`config.mk`:
```
export PLATFORM = sky130hd
export DESIGN_NAME = knob_to_backlight_duty
export DESIGN_NICKNAME = d
export VERILOG_FILES = /design/src/rtl/kbd_pkg.sv /design/src/rtl/kbd_div.sv /design/src/rtl/kbd_dpath.sv /design/src/rtl/kbd_ctrl.sv /design/src/rtl/knob_to_backlight_duty.sv
export SDC_FILE = /design/constraint.sdc
export NUM_CORES = 2
export LEC_CHECK = 0
export BUFFER_PORTS_ARGS = -buffer_cell sky130_fd_sc_hd__buf_2
export CORE_MARGIN = 2
export CORE_UTILIZATION = 35
export CTS_BUF_LIST = sky130_fd_sc_hd__clkbuf_16
export CTS_CLUSTER_DIAMETER = 150
export DETAILED_ROUTE_END_ITERATION = 10
export HOLD_SLACK_MARGIN = 0.12
export MAX_ROUTING_LAYER = met4
export PLACE_DENSITY = 0.45
export SETUP_SLACK_MARGIN = 0.02
export SLEW_MARGIN = 20
export SYNTH_ARGS = -nofsm -noshare
export SYNTH_HDL_FRONTEND = slang
export SYNTH_SLANG_ARGS = --single-unit
```
`constraint.sdc`:
```
create_clock -name clk_i -period 27.4 [get_ports clk_i]
set_input_delay 5.48 -clock clk_i [delete_from_list [all_inputs] [get_ports clk_i]]
set_output_delay 5.48 -clock clk_i [all_outputs]
set_load 0.1 [all_outputs]
```
`src/rtl/kbd_pkg.sv`:
```
// kbd_pkg: shared types and constants of the knob to backlight duty block
// used by kbd_ctrl, kbd_dpath, kbd_div and the top level
// no dependencies
package kbd_pkg;

  localparam int unsigned LEVEL_W    = 12;
  localparam int unsigned DUTY_W     = 16;
  localparam int unsigned SUM_W      = 16;
  localparam int unsigned NUM_W      = 52;  // brightness_max * level^3
  localparam int unsigned DEN_W      = 36;  // top^3
  localparam int unsigned ITER_W     = 6;
  localparam int unsigned CFG_IDX_W  = 3;
  localparam int unsigned CFG_DATA_W = 16;

  localparam int unsigned LIN_ITERS  = 28;  // 16 + 12 bit dividend
  localparam int unsigned CUB_ITERS  = 52;

  localparam logic [LEVEL_W-1:0] LEVEL_FULL = 12'hFFF;

  // register indexes
  localparam logic [CFG_IDX_W-1:0] CFG_BRIGHTNESS_MAX    = 3'd0;
  localparam logic [CFG_IDX_W-1:0] CFG_CURVE_MODE        = 3'd1;
  localparam logic [CFG_IDX_W-1:0] CFG_AVERAGE_ENABLE    = 3'd2;
  localparam logic [CFG_IDX_W-1:0] CFG_INITIAL_TOP_LEVEL = 3'd3;
  localparam logic [CFG_IDX_W-1:0] CFG_OFF_LEVEL         = 3'd4;
  localparam logic [CFG_IDX_W-1:0] CFG_CHANGE_STEP       = 3'd5;
  localparam logic [CFG_IDX_W-1:0] CFG_RECAL_MARGIN      = 3'd6;

  // register reset values
  localparam logic [DUTY_W-1:0]  RST_BRIGHTNESS_MAX    = 16'd1300;
  localparam logic               RST_CURVE_MODE        = 1'b0;
  localparam logic               RST_AVERAGE_ENABLE    = 1'b1;
  localparam logic [LEVEL_W-1:0] RST_INITIAL_TOP_LEVEL = 12'd3269;
  localparam logic [LEVEL_W-1:0] RST_OFF_LEVEL         = 12'd5;
  localparam logic [LEVEL_W-1:0] RST_CHANGE_STEP       = 12'd5;
  localparam logic [LEVEL_W-1:0] RST_RECAL_MARGIN      = 12'd20;

  typedef enum logic [3:0] {
    OP_NONE,
    OP_MUL_AVG,
    OP_EVAL,
    OP_MUL_LL,
    OP_MUL_XL,
    OP_MUL_XM,
    OP_MUL_TT,
    OP_MUL_XT,
    OP_MUL_LIN,
    OP_DIV_DUTY,
    OP_LOAD_DUTY
  } dp_op_e;

  typedef struct packed {
    dp_op_e op;
    logic   take;
    logic   push;
    logic   push_zero;
    logic   push_last;
  } kbd_cmd_t;

  typedef struct packed {
    logic avg_en;
    logic cnt_last;
    logic started;
    logic off;
    logic adj;
    logic cubic;
    logic div_busy;
    logic out_free;
  } kbd_stat_t;

endpackage

```
`src/rtl/kbd_div.sv`:
```
// kbd_div: restoring divider, one quotient bit a cycle
// dividend arrives msb-aligned, iteration count sets the quotient width
// depends on kbd_pkg
module kbd_div (
  input  logic                        clk_i,
  input  logic                        rst_ni,
  input  logic                        start_i,
  input  logic [kbd_pkg::NUM_W-1:0]   dividend_i,
  input  logic [kbd_pkg::DEN_W-1:0]   divisor_i,
  input  logic [kbd_pkg::ITER_W-1:0]  iters_i,
  output logic                        busy_o,
  output logic [kbd_pkg::NUM_W-1:0]   quotient_o
);
  import kbd_pkg::*;

  logic                busy_q, busy_d;
  logic [ITER_W-1:0]   cnt_q, cnt_d;
  logic [NUM_W-1:0]    num_q, num_d;
  logic [NUM_W-1:0]    quo_q, quo_d;
  logic [DEN_W-1:0]    den_q, den_d;
  logic [DEN_W-1:0]    rem_q, rem_d;
  logic [DEN_W:0]      trial;
  logic [DEN_W:0]      diff;
  logic                ge;

  assign trial = {rem_q, num_q[NUM_W-1]};
  assign diff  = trial - {1'b0, den_q};
  assign ge    = (trial >= {1'b0, den_q});

  always_comb begin
    busy_d = busy_q;
    cnt_d  = cnt_q;
    num_d  = num_q;
    quo_d  = quo_q;
    den_d  = den_q;
    rem_d  = rem_q;
    if (start_i) begin
      busy_d = 1'b1;
      cnt_d  = iters_i;
      num_d  = dividend_i;
      den_d  = divisor_i;
      rem_d  = '0;
      quo_d  = '0;
    end else if (busy_q) begin
      // remainder stays below the divisor, so it fits DEN_W bits
      rem_d = ge ? diff[DEN_W-1:0] : trial[DEN_W-1:0];
      quo_d = {quo_q[NUM_W-2:0], ge};
      num_d = {num_q[NUM_W-2:0], 1'b0};
      cnt_d = cnt_q - 1'b1;
      if (cnt_q == ITER_W'(1)) begin
        busy_d = 1'b0;
      end
    end
  end

  always_ff @(posedge clk_i or negedge rst_ni) begin
    if (!rst_ni) begin
      busy_q <= 1'b0;
      cnt_q  <= '0;
    end else begin
      busy_q <= busy_d;
      cnt_q  <= cnt_d;
    end
  end

  always_ff @(posedge clk_i) begin
    num_q <= num_d;
    quo_q <= quo_d;
    den_q <= den_d;
    rem_q <= rem_d;
  end

  assign busy_o     = busy_q;
  assign quotient_o = quo_q;

  a_start_idle: assert property (@(posedge clk_i) disable iff (!rst_ni)
    start_i |-> !busy_q)
    else $error("divider restarted while busy");

  a_busy_holds: assert property (@(posedge clk_i) disable iff (!rst_ni)
    (busy_q && cnt_q > ITER_W'(1) && !start_i) |=> busy_q)
    else $error("divider stopped early");

endmodule

```
`src/rtl/kbd_dpath.sv`:
```
// kbd_dpath: config registers, averaging, level state, shared multiplier,
// divider instance and output register
// depends on kbd_pkg and kbd_div
module kbd_dpath #(
  parameter int unsigned AVG_LEN = 8
) (
  input  logic                           clk_i,
  input  logic                           rst_ni,
  input  logic                           cfg_we_i,
  input  logic [kbd_pkg::CFG_IDX_W-1:0]  cfg_idx_i,
  input  logic [kbd_pkg::CFG_DATA_W-1:0] cfg_data_i,
  input  logic [kbd_pkg::LEVEL_W-1:0]    sample_i,
  input  logic                           out_stall_i,
  output logic                           out_valid_o,
  output logic [kbd_pkg::DUTY_W-1:0]     duty_o,
  output logic                           last_o,
  input  kbd_pkg::kbd_cmd_t              cmd_i,
  output kbd_pkg::kbd_stat_t             st_o
);
  import kbd_pkg::*;

  localparam int unsigned CNT_W = (AVG_LEN > 1) ? $clog2(AVG_LEN) : 1;

  // rounded-up reciprocal of AVG_LEN, exact floor mean for any 16-bit sum
  localparam int unsigned      AVG_SH  = SUM_W + $clog2(AVG_LEN);
  localparam logic [DEN_W-1:0] AVG_RCP =
    DEN_W'(((64'd1 << AVG_SH) + 64'(AVG_LEN) - 64'd1) / 64'(AVG_LEN));

  // configuration
  logic [DUTY_W-1:0]  bmax_q;
  logic               cubic_q;
  logic               avg_en_q;
  logic [LEVEL_W-1:0] off_lvl_q;
  logic [LEVEL_W-1:0] step_q;
  logic [LEVEL_W-1:0] margin_q;

  // level state
  logic [LEVEL_W-1:0] top_q, top_d;
  logic [LEVEL_W-1:0] prev_q, prev_d;
  logic               started_q, started_d;
  logic [SUM_W-1:0]   sum_q, sum_d;
  logic [CNT_W-1:0]   cnt_q, cnt_d;

  // working registers
  logic [LEVEL_W-1:0] level_q, level_d;
  logic [LEVEL_W-1:0] lv_q, lv_d;
  logic [DEN_W-1:0]   x_q, x_d;
  logic [NUM_W-1:0]   num_q, num_d;
  logic [DEN_W-1:0]   den_q, den_d;
  logic [DUTY_W-1:0]  res_q, res_d;

  // output register
  logic               ovld_q, ovld_d;
  logic [DUTY_W-1:0]  oduty_q, oduty_d;
  logic               olast_q, olast_d;

  logic [LEVEL_W-1:0] top_eff;
  logic [LEVEL_W-1:0] diff;
  logic               off, adj, cnt_last;
  logic [LEVEL_W-1:0] lv_new;
  logic [DEN_W-1:0]   mul_a;
  logic [DUTY_W-1:0]  mul_b;
  logic [NUM_W-1:0]   prod;

  logic               div_start, div_busy;
  logic [NUM_W-1:0]   div_num, quo;
  logic [DEN_W-1:0]   div_den;
  logic [ITER_W-1:0]  div_iters;
  logic [DUTY_W-1:0]  duty_raw;

  assign top_eff  = (top_q == '0) ? LEVEL_W'(1) : top_q;
  assign diff     = (level_q > prev_q) ? (level_q - prev_q) : (prev_q - level_q);
  assign off      = (level_q < off_lvl_q);
  assign adj      = (diff >= step_q);
  assign lv_new   = off ? '0 : level_q;
  assign cnt_last = (cnt_q == CNT_W'(AVG_LEN - 1));

  // shared multiplier operands
  always_comb begin
    mul_a = '0;
    mul_b = '0;
    case (cmd_i.op)
      OP_MUL_AVG: begin mul_a = AVG_RCP;         mul_b = DUTY_W'(sum_q);   end
      OP_MUL_LL:  begin mul_a = DEN_W'(lv_q);    mul_b = DUTY_W'(lv_q);    end
      OP_MUL_XL:  begin mul_a = x_q;             mul_b = DUTY_W'(lv_q);    end
      OP_MUL_XM:  begin mul_a = x_q;             mul_b = bmax_q;           end
      OP_MUL_TT:  begin mul_a = DEN_W'(top_eff); mul_b = DUTY_W'(top_eff); end
      OP_MUL_XT:  begin mul_a = x_q;             mul_b = DUTY_W'(top_eff); end
      OP_MUL_LIN: begin mul_a = DEN_W'(lv_q);    mul_b = bmax_q;           end
      default:    begin mul_a = '0;              mul_b = '0;               end
    endcase
  end

  assign prod = mul_a * mul_b;

  // divider operands
  always_comb begin
    div_start = 1'b0;
    div_num   = '0;
    div_den   = '0;
    div_iters = '0;
    case (cmd_i.op)
      OP_DIV_DUTY: begin
        div_start = 1'b1;
        div_den   = den_q;
        if (cubic_q) begin
          div_num   = num_q;
          div_iters = ITER_W'(CUB_ITERS);
        end else begin
          div_num   = {num_q[LIN_ITERS-1:0], {(NUM_W-LIN_ITERS){1'b0}}};
          div_iters = ITER_W'(LIN_ITERS);
        end
      end
      default: begin
        div_start = 1'b0;
      end
    endcase
  end

  kbd_div u_div (
    .clk_i      (clk_i),
    .rst_ni     (rst_ni),
    .start_i    (div_start),
    .dividend_i (div_num),
    .divisor_i  (div_den),
    .iters_i    (div_iters),
    .busy_o     (div_busy),
    .quotient_o (quo)
  );

  // saturate the quotient
  always_comb begin
    if (cubic_q) begin
      duty_raw = (|quo[NUM_W-1:DUTY_W]) ? '1 : quo[DUTY_W-1:0];
    end else if (quo[LIN_ITERS-1:0] > LIN_ITERS'(bmax_q)) begin
      duty_raw = bmax_q;
    end else begin
      duty_raw = quo[DUTY_W-1:0];
    end
  end

  always_comb begin
    top_d     = top_q;
    prev_d    = prev_q;
    started_d = started_q;
    sum_d     = sum_q;
    cnt_d     = cnt_q;
    level_d   = level_q;
    lv_d      = lv_q;
    x_d       = x_q;
    num_d     = num_q;
    den_d     = den_q;
    res_d     = res_q;

    if (cmd_i.take) begin
      if (avg_en_q) begin
        sum_d = sum_q + SUM_W'(sample_i);
        cnt_d = cnt_last ? '0 : cnt_q + 1'b1;
      end else begin
        sum_d   = '0;
        cnt_d   = '0;
        level_d = sample_i;
      end
    end

    case (cmd_i.op)
      OP_MUL_AVG: begin
        // floor mean, only its low 12 bits are kept
        sum_d   = '0;
        level_d = prod[AVG_SH +: LEVEL_W];
      end
      OP_EVAL: begin
        if (!started_q) begin
          // first level only sets up the tracking state
          prev_d    = level_q;
          started_d = 1'b1;
          if (level_q > top_q && level_q != LEVEL_FULL) begin
            top_d = level_q;
          end
        end else begin
          lv_d = lv_new;
          if (adj) begin
            prev_d = lv_new;
            if (lv_new > top_q && (lv_new - top_q) > margin_q && lv_new != LEVEL_FULL) begin
              top_d = lv_new;
            end
          end
        end
      end
      OP_MUL_LL:  x_d   = prod[DEN_W-1:0];
      OP_MUL_XL:  x_d   = prod[DEN_W-1:0];
      OP_MUL_XM:  num_d = prod;
      OP_MUL_TT:  x_d   = prod[DEN_W-1:0];
      OP_MUL_XT:  den_d = prod[DEN_W-1:0];
      OP_MUL_LIN: begin
        num_d = prod;
        den_d = DEN_W'(top_eff);
      end
      OP_LOAD_DUTY: res_d = (duty_raw == '0) ? DUTY_W'(1) : duty_raw;
      default: begin
        res_d = res_q;
      end
    endcase

    if (cfg_we_i && cfg_idx_i == CFG_INITIAL_TOP_LEVEL) begin
      top_d = cfg_data_i[LEVEL_W-1:0];
    end
  end

  // output register, refilled in the cycle it drains
  always_comb begin
    ovld_d  = ovld_q;
    oduty_d = oduty_q;
    olast_d = olast_q;
    if (cmd_i.push) begin
      ovld_d  = 1'b1;
      oduty_d = cmd_i.push_zero ? '0 : res_q;
      olast_d = cmd_i.push_last;
    end else if (ovld_q && !out_stall_i) begin
      ovld_d = 1'b0;
    end
  end

  always_ff @(posedge clk_i or negedge rst_ni) begin
    if (!rst_ni) begin
      bmax_q     <= RST_BRIGHTNESS_MAX;
      cubic_q    <= RST_CURVE_MODE;
      avg_en_q   <= RST_AVERAGE_ENABLE;
      off_lvl_q  <= RST_OFF_LEVEL;
      step_q     <= RST_CHANGE_STEP;
      margin_q   <= RST_RECAL_MARGIN;
      top_q      <= RST_INITIAL_TOP_LEVEL;
      prev_q     <= '0;
      started_q  <= 1'b0;
      sum_q      <= '0;
      cnt_q      <= '0;
      ovld_q     <= 1'b0;
    end else begin
      if (cfg_we_i) begin
        case (cfg_idx_i)
          CFG_BRIGHTNESS_MAX:    bmax_q     <= cfg_data_i;
          CFG_CURVE_MODE:        cubic_q    <= cfg_data_i[0];
          CFG_AVERAGE_ENABLE:    avg_en_q   <= cfg_data_i[0];
          CFG_INITIAL_TOP_LEVEL: ;  // only reloads top_q, through top_d
          CFG_OFF_LEVEL:         off_lvl_q  <= cfg_data_i[LEVEL_W-1:0];
          CFG_CHANGE_STEP:       step_q     <= cfg_data_i[LEVEL_W-1:0];
          CFG_RECAL_MARGIN:      margin_q   <= cfg_data_i[LEVEL_W-1:0];
          default:               bmax_q     <= bmax_q;
        endcase
      end
      top_q     <= top_d;
      prev_q    <= prev_d;
      started_q <= started_d;
      sum_q     <= sum_d;
      cnt_q     <= cnt_d;
      ovld_q    <= ovld_d;
    end
  end

  always_ff @(posedge clk_i) begin
    level_q <= level_d;
    lv_q    <= lv_d;
    x_q     <= x_d;
    num_q   <= num_d;
    den_q   <= den_d;
    res_q   <= res_d;
    oduty_q <= oduty_d;
    olast_q <= olast_d;
  end

  assign st_o.avg_en   = avg_en_q;
  assign st_o.cnt_last = cnt_last;
  assign st_o.started  = started_q;
  assign st_o.off      = off;
  assign st_o.adj      = adj;
  assign st_o.cubic    = cubic_q;
  assign st_o.div_busy = div_busy;
  assign st_o.out_free = !ovld_q || !out_stall_i;

  assign out_valid_o = ovld_q;
  assign duty_o      = oduty_q;
  assign last_o      = olast_q;

  a_started_sticky: assert property (@(posedge clk_i) disable iff (!rst_ni)
    started_q |=> started_q)
    else $error("started flag dropped");

endmodule

```
`src/rtl/kbd_ctrl.sv`:
```
// kbd_ctrl: sequencer for one level, issues datapath commands
// depends on kbd_pkg
module kbd_ctrl (
  input  logic               clk_i,
  input  logic               rst_ni,
  input  logic               in_valid_i,
  output logic               in_stall_o,
  input  kbd_pkg::kbd_stat_t st_i,
  output kbd_pkg::kbd_cmd_t  cmd_o
);
  import kbd_pkg::*;

  typedef enum logic [3:0] {
    S_IDLE,
    S_AVG_MUL,
    S_EVAL,
    S_EMIT_OFF,
    S_MUL_LL,
    S_MUL_XL,
    S_MUL_XM,
    S_MUL_TT,
    S_MUL_XT,
    S_MUL_LIN,
    S_DIV,
    S_DIV_WAIT,
    S_EMIT_DUTY
  } state_e;

  state_e state_q, state_d;
  logic   adj_q, adj_d;
  state_e mul_first;

  assign mul_first = st_i.cubic ? S_MUL_LL : S_MUL_LIN;

  always_comb begin
    state_d = state_q;
    adj_d   = adj_q;
    cmd_o   = '{op: OP_NONE, take: 1'b0, push: 1'b0, push_zero: 1'b0, push_last: 1'b0};
    case (state_q)
      S_IDLE: begin
        if (in_valid_i) begin
          cmd_o.take = 1'b1;
          if (!st_i.avg_en) begin
            state_d = S_EVAL;
          end else if (st_i.cnt_last) begin
            state_d = S_AVG_MUL;
          end
        end
      end
      S_AVG_MUL: begin
        cmd_o.op = OP_MUL_AVG;
        state_d  = S_EVAL;
      end
      S_EVAL: begin
        cmd_o.op = OP_EVAL;
        adj_d    = st_i.adj;
        if (!st_i.started) begin
          state_d = S_IDLE;
        end else if (st_i.off) begin
          state_d = S_EMIT_OFF;
        end else if (st_i.adj) begin
          state_d = mul_first;
        end else begin
          state_d = S_IDLE;
        end
      end
      S_EMIT_OFF: begin
        if (st_i.out_free) begin
          cmd_o.push      = 1'b1;
          cmd_o.push_zero = 1'b1;
          cmd_o.push_last = !adj_q;
          state_d         = adj_q ? mul_first : S_IDLE;
        end
      end
      S_MUL_LL: begin
        cmd_o.op = OP_MUL_LL;
        state_d  = S_MUL_XL;
      end
      S_MUL_XL: begin
        cmd_o.op = OP_MUL_XL;
        state_d  = S_MUL_XM;
      end
      S_MUL_XM: begin
        cmd_o.op = OP_MUL_XM;
        state_d  = S_MUL_TT;
      end
      S_MUL_TT: begin
        cmd_o.op = OP_MUL_TT;
        state_d  = S_MUL_XT;
      end
      S_MUL_XT: begin
        cmd_o.op = OP_MUL_XT;
        state_d  = S_DIV;
      end
      S_MUL_LIN: begin
        cmd_o.op = OP_MUL_LIN;
        state_d  = S_DIV;
      end
      S_DIV: begin
        cmd_o.op = OP_DIV_DUTY;
        state_d  = S_DIV_WAIT;
      end
      S_DIV_WAIT: begin
        if (!st_i.div_busy) begin
          cmd_o.op = OP_LOAD_DUTY;
          state_d  = S_EMIT_DUTY;
        end
      end
      S_EMIT_DUTY: begin
        if (st_i.out_free) begin
          cmd_o.push      = 1'b1;
          cmd_o.push_last = 1'b1;
          state_d         = S_IDLE;
        end
      end
      default: begin
        state_d = S_IDLE;
      end
    endcase
  end

  always_ff @(posedge clk_i or negedge rst_ni) begin
    if (!rst_ni) begin
      state_q <= S_IDLE;
      adj_q   <= 1'b0;
    end else begin
      state_q <= state_d;
      adj_q   <= adj_d;
    end
  end

  assign in_stall_o = (state_q != S_IDLE);

  a_push_room: assert property (@(posedge clk_i) disable iff (!rst_ni)
    cmd_o.push |-> st_i.out_free)
    else $error("result pushed into a held output register");

  a_emit_started: assert property (@(posedge clk_i) disable iff (!rst_ni)
    (state_q == S_EMIT_DUTY || state_q == S_EMIT_OFF) |-> st_i.started)
    else $error("result emitted before the first level");

endmodule

```
`src/rtl/knob_to_backlight_duty.sv`:
```
// knob_to_backlight_duty: maps knob samples to a backlight pwm duty
// depends on kbd_pkg, kbd_ctrl, kbd_dpath (and kbd_div below it)
//
//   channel  | valid        | stall        | payload
//   ---------+--------------+--------------+-------------------------
//   input    | in_valid_i   | in_stall_o   | sample_i
//   output   | out_valid_o  | out_stall_i  | duty_o, last_o
//   config   | cfg_we_i     | none         | cfg_idx_i, cfg_data_i
//
// one sample per cycle is taken while no level is in progress; a level
// closing an average first goes through a reciprocal multiply
// a level then runs its multiply steps and the bit-serial divider (28 or 52 bits),
// with an off beat emitted first when the level is off
// reset is asynchronous, active low, and loads the register defaults
// a stalled output holds; the next sample is still taken meanwhile
module knob_to_backlight_duty #(
  parameter int unsigned AVG_LEN = 8  // samples per averaged level, 1 to 16
) (
  input  logic                           clk_i,
  input  logic                           rst_ni,
  // configuration write port
  input  logic                           cfg_we_i,
  input  logic [kbd_pkg::CFG_IDX_W-1:0]  cfg_idx_i,
  input  logic [kbd_pkg::CFG_DATA_W-1:0] cfg_data_i,
  // sample beat
  input  logic                           in_valid_i,
  output logic                           in_stall_o,
  input  logic [kbd_pkg::LEVEL_W-1:0]    sample_i,
  // duty beat
  output logic                           out_valid_o,
  input  logic                           out_stall_i,
  output logic [kbd_pkg::DUTY_W-1:0]     duty_o,
  output logic                           last_o
);
  import kbd_pkg::*;

  // command and status between sequencer and datapath
  kbd_cmd_t  cmd;
  kbd_stat_t st;

  // sequencer: averaging, evaluation, multiply steps, divide, emit
  kbd_ctrl u_ctrl (
    .clk_i      (clk_i),
    .rst_ni     (rst_ni),
    .in_valid_i (in_valid_i),
    .in_stall_o (in_stall_o),
    .st_i       (st),
    .cmd_o      (cmd)
  );

  // datapath: registers, shared multiplier, divider, output register
  kbd_dpath #(
    .AVG_LEN (AVG_LEN)
  ) u_dpath (
    .clk_i       (clk_i),
    .rst_ni      (rst_ni),
    .cfg_we_i    (cfg_we_i),
    .cfg_idx_i   (cfg_idx_i),
    .cfg_data_i  (cfg_data_i),
    .sample_i    (sample_i),
    .out_stall_i (out_stall_i),
    .out_valid_o (out_valid_o),
    .duty_o      (duty_o),
    .last_o      (last_o),
    .cmd_i       (cmd),
    .st_o        (st)
  );

endmodule

```
## Word level (Yosys, flattened, before mapping)

Index checks and enable logic that the tools add are counted.

| storage, ports and cells | value |
|---|---|
| register bits | 468 |
| input bits | 36 |
| word-level logic and storage cells | 185 |

| cells by class | value |
|---|---|
| reductions and logical operators | 39 |
| equality and inequality tests | 41 |
| magnitude comparators | 8 |
| muxes and demuxes | 61 |
| $mul | 1 |
| add/subtract/negate cells | 7 |

Operator list:

| cell | number |
|---|---|
| $mux W52 | 4 |
| $mux W12 | 14 |
| $pmux W36 S4 | 1 |
| $mux W16 | 6 |
| $pmux W36 S2 | 1 |
| $pmux W16 S4 | 1 |
| $mul A36 B16 Y52 | 1 |
| $gt A12 B12 Y1 | 4 |
| $mux W4 | 12 |
| $pmux W4 S12 | 1 |
| $pmux W4 S10 | 1 |
| $ge A37 B36 Y1 | 1 |
| $mux W36 | 1 |
| $reduce_or A36 Y1 | 1 |
| $sub A12 B12 Y12 | 3 |
| $sub A36 B36 Y36 | 1 |
| $eq A4 B3 Y1 const B | 8 |
| $eq A4 B4 Y1 const B | 8 |
| $gt A28 B16 Y1 | 1 |
| $mux W6 | 4 |
| $ne A12 B12 Y1 const B | 2 |
| $reduce_and A2 Y1 | 9 |
| $add A16 B12 Y16 | 1 |
| $eq A4 B2 Y1 const B | 4 |
| 28 further kinds | 67 |

## Logic depth before layout (Yosys ltp)

| depth | value |
|---|---|
| depth in word-level cells | 11 |
| depth in mapped cells | 38 |
| depth with buffers taken out | 35 |

## Modules after synthesis

A second synthesis with hierarchy kept.

| second synthesis, totals | value |
|---|---|
| cells, all modules | 4496 |
| area, all modules | 43081.3 µm² |

By module, submodules not included:

| module | instances | cells each | area an instance (µm²) |
|---|---|---|---|
| kbd_dpath | 1 | 3604 | 33450.8 |
| kbd_div | 1 | 817 | 9017.4 |
| kbd_ctrl | 1 | 75 | 613.1 |

## Least setup slack after synthesis

OpenSTA, ideal clock, no wires.

| timing | value |
|---|---|
| path type | flip-flop to flip-flop |
| start | register u_ctrl.state_q[2] |
| end | register u_dpath.num_q[51], data pin |
| buffers on the path | 4 |
| setup time | 259 ps |
| setup slack | 18727 ps |
| stages on the path, launching flop included | 35 |
| arrival time | 8414 ps |
| data required time | 27141 ps |
| clock period less this slack | 8673 ps |
| path through | dfrtp_1 -> inv_1 -> ha_1 -> buf_2 -> nor2_1 -> o21ai_1 -> nand2_1 -> nor2_1 -> a21oi_1 -> nor3_1 -> buf_2 -> buf_4 -> a22o_1 -> buf_2 -> nand2_1 -> fa_1 -> inv_1 -> fa_1 -> fa_1 -> fa_1 -> fa_1 -> inv_1 -> fa_1 -> inv_1 -> ha_1 -> a211oi_1 -> nor2_1 -> o31a_1 -> a211o_1 -> a211o_1 -> nand2_1 -> o311ai_2 -> a221oi_1 -> o21bai_1 -> xnor2_1 |

| between the ends | value |
|---|---|
| cells in the longest elaborated chain, start to end | 6 |
| elaborated cells between the ends (all ways) | 26 |
| those cells by class | 1 x mul; 17 x eq/ne; 3 x mux; 5 x reduce/logical |

Ends and longest elaborated chain:

| element | RTL line | RTL |
|---|---|---|
| start: declaration | kbd_ctrl.sv:29 | `state_e state_q, state_d;` |
| start signal: assignment | kbd_ctrl.sv:127 | `state_q <= state_d;` |
| $eq A4 B4 Y1, or another cell as far along | kbd_ctrl.sv:39 | `case (state_q)` |
| $pmux W4 S10 (*) | kbd_ctrl.sv:39 |  |
| $eq A4 B3 Y1, or another cell as far along | kbd_dpath.sv:82 | `case (cmd_i.op)` |
| $reduce_or A3 Y1 (no source line) / $reduce_or A2 Y1 (equally long branches) | -- |  |
| $pmux W36 S4 / $pmux W16 S4 (equally long branches) | kbd_dpath.sv:82 |  |
| $mul A36 B16 Y52 (*) | kbd_dpath.sv:94 | `assign prod = mul_a * mul_b;` |
| via u_dpath.prod[51] | kbd_dpath.sv:63 | `logic [NUM_W-1:0] prod;` |
| end signal: assignment | kbd_dpath.sv:264 | `num_q <= num_d;` |
| end: declaration | kbd_dpath.sv:48 | `logic [NUM_W-1:0] num_q, num_d;` |

Mark *: on every way through the listed nets, which the timed path passes. The rest lies on a longest branch.
A chain may end at the register's enable or synchronous reset.

## Final worst setup path

Same ends and word-level chain as after synthesis.

==> impl_metrics.ini <==
[logic_synthesis]
ys_warn_count = 0
synth_enable_flop_cells = 269
synth_seq_cells = 468
yosysTopAreaCellShare_pct = 22.49
ys.flop_type = sky130_fd_sc_hd__edfxtp_1
post_synth.cell_area_avg_um2 = 9.403
synthTopCellsByArea = sky130_fd_sc_hd__fa_1 22%, sky130_fd_sc_hd__edfxtp_1 19%, sky130_fd_sc_hd__ha_1 8.2%
portion_of_the_post_synthesis_area_used_by_sequential_elements_pct = 29.64
syn_area_um2 = 42640
synth_fp_nets = 5329
synthDominantAreaCellType = sky130_fd_sc_hd__fa_1
synth.lib_cells_used.distinct = 87
asyncSetResetFlopFracSynth_pct = 23.72
syn-instance-count = 4535

[detailed_routing]
drc_errors = 0
post_drt_via_cell_ratio = 5.150
routedWlPerCell_um = 22.35
postRouteAntennaNets = 0
drt_wl_total_mm = 137.4
vias = 31670
drt-pass1-iter-count = 6
drtIter0Drc = 2411

[status]
status = finished, final reports clean

[timing]
timing.setup.tns_ns = 0
max_slew.worst_pin.slew_ns = 1.139
max-slew-margin-rel_pct = 23.49
layout_setup_ws_ns = 17.25
hold_violations = 0
finalSetupViolations = 0
finalCritPeriodShare_pct = 37.06
timing.fmax_ghz = 0.09848
clock_skew_ns = 0.04418
post-route-min-period_ns = 10.15
unrepaired_setup_endpoints_after_global_routing = false
finalMaxSlewViolations = 0

[critical_path]
setup.worst_path.end_class = flop
critPathSlowestCell = sky130_fd_sc_hd__nor2_1
critical_path_required_ns = 27.79
timing_worst_setup_path_type = flop to flop
maximum_fanout_encountered_on_the_critical_timing_path = 13
worstPathArrival_ns = 10.55
worst_path_most_repeated_cell = sky130_fd_sc_hd__fa_1
worst_path_largest_cell_delay_ns = 0.85
worstSetupStartpointType = flop

[placed_design]
preCtsSetupSlack_ns = 17.16
hpwlAfterDp_mm = 103.3
gp_congestion = 0.8898
buffer_ports.inserted = 54
placed_cells = 6049

[clocking]
cts_buffers = 52
h_tree_depth_reported_by_cts = 2
cts.sinks = 468
clk_pin_slew_worst_paths_ns = 0.06
cts_max_path_buffers = 3
post_cts_hold_buffer_count = 0
insertion_delay_of_the_later_clocked_pin_in_the_worst_skew_pair_ns = 0.65
post-cts-setup-buffer-count = 0
postCtsResizedCells = 0
clock_tree.root_cell = sky130_fd_sc_hd__clkbuf_16
tritoncts = done

[pwr]
total_leakage_power_uw = 0.02060
vdd.ir_drop.worst_uv = 58.26
power-per-cell-area_nw_per_um2 = 106.4

[layout]
finalNonFillerCells = 6149
drive_gt1_share_pct = 6.301
nNetsFinal = 5274
area.growth.synth_to_final_pct = 8.356
finish.utilization_pct = 38.06

[run]
drv.max_cap_violation_count = 0

[floorplanning]
fp.dieW_um = 353.1
row_count = 128
initial_utilization_pct = 35.13
die_h_um = 353.1
die-area_um2 = 124700
io_pins = 55
core_um2 = 121400

[grt]
grt_first_pass_wirelength_mm = 208.8
grt_max_degree = 95
grt_overflow_total = 0
grt_usage_pct = 22.67
via_count_of_the_first_global_routing_pass = 32290
antenna_found_initial = 7

[hold_path]
hold_class = flop to flop
worst max-delay path, delay by kind of cell, from the launching register on:
kind	cells	cell delay [ns]
compound gates	11	3.19
buf+inv	4	0.26
fa+ha+maj	8	4.10
simple gates	7	1.81
flops	1	0.42
xor+xnor	1	0.13
where the power goes:
part	internal (uW)	leakage (uW)	switching, uW
Sequential	1040	0.00456	193
Clock	365	0.000829	311
Combinational	950	0.0152	2050
sequential cells by signal (all words and copies together), names as in the netlist, 3 cells and up:
name,flops
u_dpath.u_div.den_q,36
u_dpath.level_q,12
u_dpath.step_q,12
u_dpath.margin_q,12
u_dpath.num_q,52
u_dpath.sum_q,16
u_dpath.bmax_q,16
u_dpath.res_q,16
u_dpath.x_q,36
u_dpath.lv_q,12
u_dpath.top_q,12
u_dpath.u_div.cnt_q,6
u_dpath.off_lvl_q,12
u_ctrl.state_q,4
u_dpath.prev_q,12
u_dpath.u_div.num_q,52
u_dpath.den_q,36
u_dpath.cnt_q,3
u_dpath.duty_o,16
u_dpath.u_div.quotient_o,52
u_dpath.u_div.rem_q,36
layer usage:
layer	track usage [%]	vias to the layer above	part of all wire, %
li1	-	14680	-
met1	32.70	16030	48
met2	34.19	790	44
met3	2.264	165	4.6
met4	5.626	0	2.6
met5	-	-	0
per-stage QoR:
step	total power (uW)	hold slack, ns	area, um2
finish	4916	0.4784	46210
global route	5275	0.5139	46210
CTS	4922	0.4809	46130
detailed placement	4220	0.4675	44540
global placement	4214	0.4585	44540
floorplan	3133	0.4453	42640
area by class of cell:
type | instances | area (um2)
Clock inverter | 45 | 297.8
Sequential cell | 468 | 12640
Antenna cell | 1 | 2.502
Clock buffer | 52 | 1301
Tap cell | 1625 | 2033
Fill cell | 12490 | 75190
Inverter | 711 | 2674
Timing Repair Buffer | 108 | 718.2
Multi-Input combinational cell | 3139 | 26540
final timing paths:
| path | start | to | slack (ns) | cells after the start |
|---|---|---|---|---|
| max in group asynchronous | rst_ni | u_dpath.u_div.busy_o | 21.02 | 2 |
| max reg2reg | u_ctrl.state_q[2] | u_dpath.num_q[51] | 17.25 | 31 |
| max | u_ctrl.state_q[2] | u_dpath.num_q[51] | 17.25 | 31 |
| min in group asynchronous | rst_ni | u_dpath.prev_q[4] | 4.94 | 1 |
| min reg2reg | u_dpath.cnt_q[2] | u_dpath.cnt_q[2] | 0.48 | 2 |
| min | u_dpath.cnt_q[2] | u_dpath.cnt_q[2] | 0.48 | 2 |
synthesized netlist by cell type, types with 88 or more instances:
cell / count
sky130_fd_sc_hd__a21oi_1: 173
sky130_fd_sc_hd__clkbuf_1: 115
sky130_fd_sc_hd__and2_1: 118
sky130_fd_sc_hd__dfrtp_1: 94
sky130_fd_sc_hd__o21ai_0: 172
sky130_fd_sc_hd__fa_1: 479
sky130_fd_sc_hd__nor2_1: 344
sky130_fd_sc_hd__edfxtp_1: 269
sky130_fd_sc_hd__inv_1: 711
sky130_fd_sc_hd__ha_1: 279
sky130_fd_sc_hd__dfxtp_1: 88
sky130_fd_sc_hd__nand2_1: 703
sky130_fd_sc_hd__mux2i_1: 95
kinds of logic after synthesis:
group,synth area share (%)
adder cells (fa/ha/maj),30.67
XOR/XNOR,2.239
AND/OR/NAND/NOR,14.74
multiplexers,3.189
flip-flops,29.64
buffers and inverters,8.532
AO/OA/AOI/OAI,10.99
layout by cell type, fill, tap and decap left out, types with 17 or more instances in the layout:
master / count
sky130_fd_sc_hd__nand2b_1: 18
sky130_fd_sc_hd__inv_1: 724
sky130_fd_sc_hd__fa_1: 479
sky130_fd_sc_hd__and2_1: 118
sky130_fd_sc_hd__buf_4: 53
sky130_fd_sc_hd__mux2_2: 33
sky130_fd_sc_hd__a221o_1: 24
sky130_fd_sc_hd__a211oi_1: 28
sky130_fd_sc_hd__a22o_1: 17
sky130_fd_sc_hd__nor2_1: 344
sky130_fd_sc_hd__buf_2: 53
sky130_fd_sc_hd__o21a_1: 24
sky130_fd_sc_hd__dfrtp_1: 92
sky130_fd_sc_hd__nor3_1: 40
sky130_fd_sc_hd__nand4_1: 38
sky130_fd_sc_hd__nand3_1: 58
sky130_fd_sc_hd__nand2_1: 703
sky130_fd_sc_hd__ha_1: 279
sky130_fd_sc_hd__mux2i_1: 95
sky130_fd_sc_hd__dfxtp_1: 88
sky130_fd_sc_hd__dfstp_2: 17
sky130_fd_sc_hd__clkbuf_16: 52
sky130_fd_sc_hd__xnor2_1: 62
sky130_fd_sc_hd__edfxtp_1: 269
sky130_fd_sc_hd__xor2_1: 40
sky130_fd_sc_hd__nor2b_1: 26
sky130_fd_sc_hd__o21ai_0: 171
sky130_fd_sc_hd__a21o_1: 68
sky130_fd_sc_hd__a21oi_1: 171
sky130_fd_sc_hd__and3_1: 18
sky130_fd_sc_hd__clkinv_1: 17
sky130_fd_sc_hd__o21bai_1: 26
(Power assumes the default switching activity.)
